**config.mk**
```make
export PLATFORM = sky130hd
export DESIGN_NAME = hep_pack
export DESIGN_NICKNAME = d
export VERILOG_FILES = /design/src/rtl/core/hep_pkg.sv /design/src/rtl/core/hep_pack.sv
export SDC_FILE = /design/constraint.sdc
export NUM_CORES = 1
export LEC_CHECK = 0
export ABC_CLOCK_PERIOD_IN_PS = 5410
export BUFFER_PORTS_ARGS = -buffer_cell sky130_fd_sc_hd__buf_2
export CORE_UTILIZATION = 60
export DETAILED_ROUTE_END_ITERATION = 7
export GPL_TIMING_DRIVEN = 0
export HOLD_SLACK_MARGIN = 0.06
export PLACE_DENSITY = 0.87
export SLEW_MARGIN = 20
export SYNTH_ARGS = -nofsm -noshare
export SYNTH_HDL_FRONTEND = slang
export SYNTH_SLANG_ARGS = --single-unit
```
**constraint.sdc**
```tcl
create_clock -name clk -period 5.41 [get_ports clk]
set_input_delay 1.082 -clock clk [delete_from_list [all_inputs] [get_ports clk]]
set_output_delay 1.082 -clock clk [all_outputs]
set_load 0.01 [all_outputs]
```
**src/rtl/core/hep_pkg.sv**
```systemverilog
// ----------------------------------------------------------------------------
// hep_pkg
// Shared types, command codes and sizing helpers for the static-table
// Huffman encoder and byte packer.
// ----------------------------------------------------------------------------
package hep_pkg;

    // Default sizing
    localparam int MAX_CODE_LEN_DEF  = 16;
    localparam int ALPHABET_SIZE_DEF = 256;

    // Width of the code_value field on the input request
    localparam int CODE_FIELD_W = 16;

    // Fixed field widths of the request and result
    localparam int SYM_W   = 8;
    localparam int CLEN_W  = 5;
    localparam int BYTE_W  = 8;
    localparam int TOTAL_W = 32;
    localparam int PEND_W  = 7;
    localparam int PCNT_W  = 3;

    // Command codes (s_axis_tuser)
    localparam logic [1:0] CMD_LOAD   = 2'd0;
    localparam logic [1:0] CMD_ENCODE = 2'd1;
    localparam logic [1:0] CMD_FINISH = 2'd2;

    // Stored code width: the code field limits MAX_CODE_LEN
    function automatic int code_bits(input int max_len);
        return (max_len < CODE_FIELD_W) ? max_len : CODE_FIELD_W;
    endfunction

    // Lookup stage status handed from the table to the packer
    typedef struct packed {
        logic       valid;
        logic [1:0] cmd;
        logic       known;
    } lookup_t;

    // One result request
    typedef struct packed {
        logic [BYTE_W-1:0]  out_byte;
        logic               byte_valid;
        logic               unknown_symbol;
        logic               last;
        logic [TOTAL_W-1:0] total_bits;
    } res_t;

endpackage

```
**src/rtl/core/hep_pack.sv**
```systemverilog
// ----------------------------------------------------------------------------
// hep_pack
// Bit packer: appends the looked-up code to the pending bits, splits off
// whole bytes, handles finish and unknown symbols, and holds up to two
// result requests in an output buffer.
// ----------------------------------------------------------------------------
module hep_pack #(
    parameter int MAX_CODE_LEN = hep_pkg::MAX_CODE_LEN_DEF,
    parameter int CODE_W       = hep_pkg::code_bits(MAX_CODE_LEN),
    parameter int LEN_W        = $clog2(CODE_W + 1)
) (
    input  logic                         clk,
    input  logic                         rst_n,
    // lookup stage
    input  hep_pkg::lookup_t             lookup,
    input  logic [CODE_W-1:0]            lk_code,
    input  logic [LEN_W-1:0]             lk_len,
    output logic                         take,
    // result side
    output logic                         res_valid,
    input  logic                         res_ready,
    output hep_pkg::res_t                res
);

    localparam int ACC_W = hep_pkg::PEND_W + CODE_W;
    localparam int N_W   = $clog2(ACC_W + 1);

    logic [hep_pkg::PEND_W-1:0]  pend_reg;
    logic [hep_pkg::PEND_W-1:0]  pend_next;
    logic [hep_pkg::PCNT_W-1:0]  pcnt_reg;
    logic [hep_pkg::PCNT_W-1:0]  pcnt_next;
    logic [hep_pkg::TOTAL_W-1:0] total_reg;
    logic [hep_pkg::TOTAL_W-1:0] total_next;
    logic [1:0]                  em_cnt_reg;
    logic [1:0]                  em_cnt_next;
    hep_pkg::res_t               em0_reg;
    hep_pkg::res_t               em0_next;
    hep_pkg::res_t               em1_reg;
    hep_pkg::res_t               em1_next;

    logic [ACC_W-1:0]            acc;
    logic [N_W-1:0]              n;
    logic [hep_pkg::PCNT_W-1:0]  nrem;
    logic [7:0]                  rem_mask;
    logic [hep_pkg::BYTE_W-1:0]  b0;
    logic [hep_pkg::BYTE_W-1:0]  b1;
    logic [hep_pkg::TOTAL_W:0]   total_sum;
    logic [hep_pkg::TOTAL_W-1:0] total_sat;
    logic [hep_pkg::BYTE_W-1:0]  fin_byte;
    logic [15:0]                 fin_wide;
    logic [1:0]                  nres;
    hep_pkg::res_t               r0;
    hep_pkg::res_t               r1;
    logic                        pop;
    logic [1:0]                  cnt_after_pop;

    // Append the code behind the pending bits
    assign acc = (ACC_W'(pend_reg) << lk_len) | ACC_W'(lk_code);
    assign n   = N_W'(pcnt_reg) + N_W'(lk_len);

    // Saturating bit count
    assign total_sum = {1'b0, total_reg} + (hep_pkg::TOTAL_W + 1)'(lk_len);
    assign total_sat = total_sum[hep_pkg::TOTAL_W] ? '1
                                                   : total_sum[hep_pkg::TOTAL_W-1:0];

    // Finish byte: pending bits moved up against the MSB
    assign fin_wide = 16'(pend_reg) << (4'd8 - {1'b0, pcnt_reg});
    assign fin_byte = fin_wide[7:0];

    // Byte split of the accumulator
    always_comb
    begin
        b0   = '0;
        b1   = '0;
        nrem = hep_pkg::PCNT_W'(n);
        if (n >= N_W'(16))
        begin
            b0   = hep_pkg::BYTE_W'(acc >> (n - N_W'(8)));
            b1   = hep_pkg::BYTE_W'(acc >> (n - N_W'(16)));
            nrem = hep_pkg::PCNT_W'(n - N_W'(16));
        end
        else if (n >= N_W'(8))
        begin
            b0   = hep_pkg::BYTE_W'(acc >> (n - N_W'(8)));
            nrem = hep_pkg::PCNT_W'(n - N_W'(8));
        end
        rem_mask = (8'd1 << nrem) - 8'd1;
    end

    // Results and state update for the item in the lookup stage
    always_comb
    begin
        nres       = 2'd0;
        r0         = '0;
        r1         = '0;
        pend_next  = pend_reg;
        pcnt_next  = pcnt_reg;
        total_next = total_reg;
        case (lookup.cmd)
            hep_pkg::CMD_ENCODE:
            begin
                if (!lookup.known)
                begin
                    nres             = 2'd1;
                    r0.unknown_symbol = 1'b1;
                    r0.last           = 1'b1;
                end
                else
                begin
                    if (n >= N_W'(16))
                    begin
                        nres = 2'd2;
                    end
                    else if (n >= N_W'(8))
                    begin
                        nres = 2'd1;
                    end
                    r0.out_byte   = b0;
                    r0.byte_valid = 1'b1;
                    r1.out_byte   = b1;
                    r1.byte_valid = 1'b1;
                    pend_next     = acc[hep_pkg::PEND_W-1:0] & rem_mask[hep_pkg::PEND_W-1:0];
                    pcnt_next     = nrem;
                    total_next    = total_sat;
                end
            end
            hep_pkg::CMD_FINISH:
            begin
                nres          = 2'd1;
                r0.last       = 1'b1;
                r0.total_bits = total_reg;
                if (pcnt_reg != '0)
                begin
                    r0.out_byte   = fin_byte;
                    r0.byte_valid = 1'b1;
                end
                pend_next  = '0;
                pcnt_next  = '0;
                total_next = '0;
            end
            default:
            begin
                nres = 2'd0;
            end
        endcase
    end

    // Output buffer: pop the head, then accept a new batch into an empty buffer
    assign pop           = res_valid && res_ready;
    assign cnt_after_pop = em_cnt_reg - {1'b0, pop};
    assign take          = lookup.valid && ((nres == 2'd0) || (cnt_after_pop == 2'd0));

    always_comb
    begin
        em_cnt_next = cnt_after_pop;
        em0_next    = pop ? em1_reg : em0_reg;
        em1_next    = em1_reg;
        if (take && (nres != 2'd0))
        begin
            em_cnt_next = nres;
            em0_next    = r0;
            em1_next    = r1;
        end
    end

    // Control state
    always_ff @(posedge clk or negedge rst_n)
    begin
        if (!rst_n)
        begin
            pend_reg   <= '0;
            pcnt_reg   <= '0;
            total_reg  <= '0;
            em_cnt_reg <= 2'd0;
        end
        else
        begin
            em_cnt_reg <= em_cnt_next;
            if (take)
            begin
                pend_reg  <= pend_next;
                pcnt_reg  <= pcnt_next;
                total_reg <= total_next;
            end
        end
    end

    // Result payload
    always_ff @(posedge clk)
    begin
        em0_reg <= em0_next;
        em1_reg <= em1_next;
    end

    assign res_valid = (em_cnt_reg != 2'd0);
    assign res       = em0_reg;

    // Assertions
    a_buf_bound: assert property (@(posedge clk) disable iff (!rst_n)
        em_cnt_reg != 2'd3)
        else $error("output buffer overflow");

    a_finish_clears: assert property (@(posedge clk) disable iff (!rst_n)
        take && (lookup.cmd == hep_pkg::CMD_FINISH) |=> (pcnt_reg == '0) && (total_reg == '0))
        else $error("finish did not clear the run state");

    a_total_grows: assert property (@(posedge clk) disable iff (!rst_n)
        take && (lookup.cmd != hep_pkg::CMD_FINISH) |=> total_reg >= $past(total_reg))
        else $error("bit count went down within a run");

    a_unknown_form: assert property (@(posedge clk) disable iff (!rst_n)
        res_valid && res.unknown_symbol |-> res.last && !res.byte_valid)
        else $error("malformed unknown-symbol result");

endmodule

```
==> results of run 1 <==
worst register-to-register path: cells and delay by family, from the launching register on:
family,cells,cell delay (ns)
xor gates and xnor gates,1,0.35
DFF,1,0.44
AOI/OAI and AO/OA,5,1.22
buffers and inverters,4,1.34
and+or+nand+nor,1,0.27
adders and majority gates,2,0.58
power by group through the flow:
stage	Sequential [µW]	Clock, µW	Combinational [µW]
floorplan	1080	0	1790
global placement	1050	0	2450
detailed placement	1060	0	2490
CTS	1040	625	2510
global route	1060	658	2800
finish	1040	627	2610
synthesized netlist by cell type, drive strengths merged, types with 7 or more instances:
cell / n / area (µm²)
edfxtp: 52 / 1560
nand2b: 11 / 68.8
nand3: 28 / 140
and2: 14 / 87.6
or2: 8 / 50.1
nor2b: 9 / 56.3
o21ai: 38 / 190
a2bb2oi: 7 / 61.3
clkbuf: 45 / 169
mux4: 22 / 503
buf: 22 / 146
ha: 15 / 188
o41ai: 9 / 78.8
and3: 40 / 250
mux2i: 31 / 310
nor4: 8 / 50.1
o31ai: 13 / 103
a41oi: 10 / 87.6
o22a: 10 / 87.6
inv: 23 / 86.3
nand4: 8 / 50.1
nor3: 12 / 60.1
dfrtp: 44 / 1100
a21o: 8 / 60.1
a31oi: 16 / 100
nor2: 48 / 180
a211oi: 17 / 128
nand2: 49 / 184
a21oi: 50 / 254
mux2: 18 / 203
through the flow:
stage | setup slack [ns] | cell area (µm²) | utilization [%] | cells
2_1_floorplan | 0.557 | 7570 | - | 796
6_report | 0.231 | 8480 | 69.7 | 1051
3_3_place_gp | -0.755 | 8140 | 66.9 | 1036
5_1_grt | 0.0891 | 8480 | 69.7 | 1051
3_5_place_dp | -0.281 | 8160 | 67.1 | 1037
4_1_cts | 0.0144 | 8450 | 69.5 | 1053
cells by family (layout without fill, tap and decap cells):
family | after synthesis | after routing | share of synthesized area [%]
buf+inv | 92 | 179 | 5.41
compound gates | 255 | 255 | 24.1
flops | 96 | 96 | 35.2
xor+xnor | 9 | 9 | 1.04
simple gates | 256 | 256 | 17.9
mux | 71 | 71 | 13.4
fa+ha+maj | 17 | 17 | 3.01
metal layers:
metal  GRT usage (%)  part of all wire [%]
met1            51.0                    41
met2            51.6                    43
met3            9.63                    13
met4            15.4                   3.5
met5               0                     0
path summary, 6_finish.rpt:
check                                  from       endpoint  slack (ns)  cells past startpoint
worst max register to register  pcnt_reg[1]  total_reg[25]        1.08                     13
min in group asynchronous             rst_n  total_reg[14]        0.73                      1
worst min register to register  em1_reg[39]        res[39]        0.53                      2
worst min-delay path            em1_reg[39]        res[39]        0.53                      2
worst max-delay path              lk_len[1]           take        0.23                     11
max in group asynchronous             rst_n  total_reg[29]        4.27                      1
layout by cell type (no fill, tap or decap), drive strengths merged, types with 12 or more instances in the layout:
master,n
nand3,28
clkbuf,53
edfxtp,52
mux2i,31
a211oi,17
nor3,12
a31oi,16
o21ai,38
mux2,18
and2,14
dfrtp,44
nand2,49
a21oi,50
ha,15
mux4,22
o31ai,13
and3,40
nor2,48
inv,26
buf,95
area by class of cell:
type	count	area [µm²]	area share, %
clock inverter	6	51.3	0.605
buffer	65	309	3.65
sequential	96	2660	31.4
tap	168	210	2.48
multi-input combinational	608	4530	53.4
timing repair buffer	73	383	4.52
inverter	25	93.8	1.11
clock buffer	10	239	2.82
what timing repair did:
action	4_1_cts	5_1_grt
gates resized for setup	0	7
hold buffers	0	0
setup endpoints to repair	0	20
==> impl_metrics.ini, run 1 <==
[detailed_routing]
drc_errors = 0
vias = 7414
routedWlPerCell_um = 21.4
wl_um = 22500
viasPerCell = 7.05
dr.pass1.iters = 5
drtIter0Drc = 841
postRouteAntennaNets = 0

[cts]
htreeDepth = 3
insertion_delay_ns = 0.36
cts_setup_buffers = 0
cts_buffers = 9
path_clk_slew_ns = 0.06
cts_tree = yes
clock-sinks = 96
clockBufferDepth = 2
root_buffer = clkbuf_16

[die]
core-area_um2 = 12200
fp-row-count = 40
die_x_um = 114
initial_core_util_pct = 62.2
die_y_um = 114
io-pin-count = 73
dieArea_um2 = 13100

[setup_path]
critical_path_buf_inv_count = 6
path_delay_family = buffers and inverters
cpMaxStageDelayCell = or4_1
max_stage_delay_ns = 0.60
crit_type = input port to output pin
crit_top_cell = buf_2
crit_fanout = 10
endpoint_kind = output pin
start_kind = input port
arrival_ns = 4.10
path_cells = buf_2, buf_2, inv_2, fa_1, buf_2, inv_1, or4_1, mux2i_4, o31ai_1, o31a_1, buf_2
worstPathRequired_ns = 4.33

[synth]
avgSynthCellArea_um2 = 9.51
syn-cell-area_um2 = 7570
ys_async_sr_fraction_pct = 45.8
synth_warnings = 0
synth-seq-cells = 96
yosysSeqAreaShare_pct = 35.2
syn_inst = 796
synth_edf_count = 52
ys_types = 87
synthFlopType = edfxtp_1
syn_nets = 841

[run]
maxCapViolations = 0

[finish]
nFillCells = 944
n_antenna_cell = 0
largest_register_ff_count = 43
drive_above_1_share_pct = 18.3
nets = 923
syn2layout_area_growth_pct = 12.0

[power]
p_int_uw = 2250
total_power_uw = 4280
irDropWorstVdd_mv = 0.308
power_frac_seq_pct = 24.4
pwr-share-comb_pct = 61.0
clockPowerShare_pct = 14.6
p_sw_share_pct = 47.4
p_leak_uw = 0.00346
p_sw_uw = 2030
power.density_nw_per_um2 = 505

[grt]
grt_pass1_vias = 6873
track_usage_pct = 35.9
antenna_found_initial = 0
grt_max_degree = 45
globalRoute.totalOverflow = 0
grt_first_pass_wirelength_um = 36000

[sta]
setup_tns_ns = 0
max_freq_mhz = 193
whs_ns = 0.531
slew_viol_final = 0
finalCritPeriodShare_pct = 95.7
period_needed_ns = 5.18
finalSetupViolCount = 0
slew_headroom_pct = 37.0
rsz0062_at_grt = false
final-hold-violation-count = 0
fin_skew_ns = 0.0118
worst_slew_pin_slew_ns = 0.945

[placed_design]
dp_hpwl_um = 16800
port_buffers = 72
gp_congestion = 0.995

[outcome]
status = finished clean

[hold_path]
min_path_type = flop to flop
Power figures use the tool's default switching activity.
==> run 2, diff against run 1 <==
--- a/config.mk
+++ b/config.mk
@@ -6,12 +6,12 @@
 export NUM_CORES = 1
 export LEC_CHECK = 0
 export ABC_CLOCK_PERIOD_IN_PS = 5410
-export BUFFER_PORTS_ARGS = -buffer_cell sky130_fd_sc_hd__buf_2
 export CORE_UTILIZATION = 60
 export DETAILED_ROUTE_END_ITERATION = 7
+export DONT_BUFFER_PORTS = 1
 export GPL_TIMING_DRIVEN = 0
 export HOLD_SLACK_MARGIN = 0.06
-export PLACE_DENSITY = 0.87
+export PLACE_DENSITY = 0.82
 export SLEW_MARGIN = 20
 export SYNTH_ARGS = -nofsm -noshare
 export SYNTH_HDL_FRONTEND = slang
==> impl_metrics.ini, run 2 (synthesis results as in run 1) <==
[placed_design]
dp_hpwl_um = 18100
port_buffers = 0
gp_congestion = 0.986

[finish]
largest_register_ff_count = 43
final_cell_mix = 52 x edfxtp_1, 49 x nand2_1, 49 x a21oi_1
drive_above_1_share_pct = 11.1
nets = 853
nFillCells = 999
syn2layout_area_growth_pct = 7.14
n_antenna_cell = 0
mostFrequentLayoutCell = edfxtp_1

[power]
irDropWorstVdd_mv = 0.218
total_power_uw = 4250
p_leak_uw = 0.00317
p_sw_share_pct = 48.4
clockPowerShare_pct = 14.8
p_int_uw = 2190
pwr-share-comb_pct = 59.3
power.density_nw_per_um2 = 524
p_sw_uw = 2060
power_frac_seq_pct = 25.9

[sta]
fin_skew_ns = 0.00919
max_freq_mhz = 193
rsz0062_at_grt = false
period_needed_ns = 5.19
worst_slew_pin_slew_ns = 1.05
finalSetupViolCount = 0
setup_tns_ns = 0
slew_viol_final = 0
finalCritPeriodShare_pct = 95.9
slew_headroom_pct = 30.3
final-hold-violation-count = 0

[detailed_routing]
routedWlPerCell_um = 24.7
drc_errors = 0
vias = 7233
drtIter0Drc = 1020
dr.pass1.iters = 5
viasPerCell = 7.37
wl_um = 24200
postRouteAntennaNets = 0

[die]
io-pin-count = 73
initial_core_util_pct = 62.2
die_y_um = 114
core-area_um2 = 12200
die_x_um = 114
fp-row-count = 40
dieArea_um2 = 13100

[setup_path]
crit_fanout = 10
r2r_end = pend_reg[1]
arrival_ns = 4.11
rr_worst_depth = 14
start_kind = input port
r2r_start = pcnt_reg[1]
crit_type = input port to output pin
worstPathRequired_ns = 4.33
cp-endpoint = take
r2r_setup_slack_ns = 0.58
endpoint_kind = output pin
cp-startpoint = lk_len[1]

[grt]
track_usage_pct = 38.3
globalRoute.totalOverflow = 0
grt_pass1_vias = 6691
grt_first_pass_wirelength_um = 37900
grt_max_degree = 45
antenna_found_initial = 0

[cts]
cts_buffers = 9
htreeDepth = 3
cts_tree = yes
clockBufferDepth = 2
path_clk_slew_ns = 0.07
cts_setup_buffers = 0
clock-sinks = 96
root_buffer = clkbuf_16
ctsHoldBuffers = 0
insertion_delay_ns = 0.36

[hold_path]
min_path_type = input port to async pin

[outcome]
status = finished clean

[run]
maxCapViolations = 0
==> run 2: what timing repair did <==
| action | 4_1_cts | 5_1_grt |
|---|---|---|
| setup endpoints to repair | 0 | 20 |
| hold endpoints to repair | 0 | 0 |
| gates resized for setup | 0 | 8 |
==> run 2: area by class of cell <==
type	count	area [µm²]	area share (%)
clock inverters	7	61.3	0.756
flip-flops and latches	96	2660	32.8
multi-input cells	608	4520	55.7
well taps	168	210	2.59
inverters	25	93.8	1.16
repair buffers	1	20.0	0.247
clock buffers	9	225	2.78
plain buffers	67	319	3.94
==> run 2: worst max-delay path: stages <==
cell	delay (ns)
buf_2	0.20
inv_2	0.16
fa_1	0.52
xor2_1	0.77
nand4_1	0.19
mux2i_1	0.64
o31ai_1	0.20
o31a_1	0.33
==> run 2: worst min path at each step <==
stage | startpoint | end | slack (ns) | cells after the start
after floorplan | total_reg[28] | total_reg[28] | 0.47 | 1
after global placement | em1_reg[34] | res[34] | 0.50 | 2
after detailed placement | em1_reg[34] | res[34] | 0.51 | 2
after CTS | rst_n | pend_reg[1] | 0.41 | 0
after global routing | rst_n | total_reg[15] | 0.40 | 0
final | rst_n | pend_reg[1] | 0.41 | 0
==> run 2: routing by layer <==
| metal | vias to the layer above | track usage, % | routed length [µm] |
|---|---|---|---|
| met4 | 0 | 11.4 | 600 |
| li1 | 3141 | - | - |
| met5 | - | 0 | 0 |
| met3 | 56 | 9.37 | 2860 |
| met1 | 3536 | 56.9 | 10300 |
| met2 | 500 | 55.3 | 10400 |
==> run 2: power by group through the flow <==
stage,registers (µW),logic [µW],clock network (µW)
finish,1100,2520,629
global route,1120,2710,653
CTS,1100,2420,628
detailed placement,1110,2390,0
global placement,1110,2340,0
floorplan,1080,1790,0
==> run 2: stage by stage <==
| step | util (%) | hold slack, ns | setup WS (ns) | area [µm²] | cells |
|---|---|---|---|---|---|
| after detailed placement | 64.1 | 0.514 | -0.280 | 7800 | 965 |
| after CTS | 66.5 | 0.407 | 0.0628 | 8090 | 981 |
| final | 66.7 | 0.410 | 0.221 | 8110 | 981 |
| after global placement | 64.0 | 0.495 | -0.579 | 7780 | 964 |
| after floorplan | - | 0.474 | 0.557 | 7570 | 796 |
| after global routing | 66.7 | 0.401 | 0.0603 | 8110 | 981 |
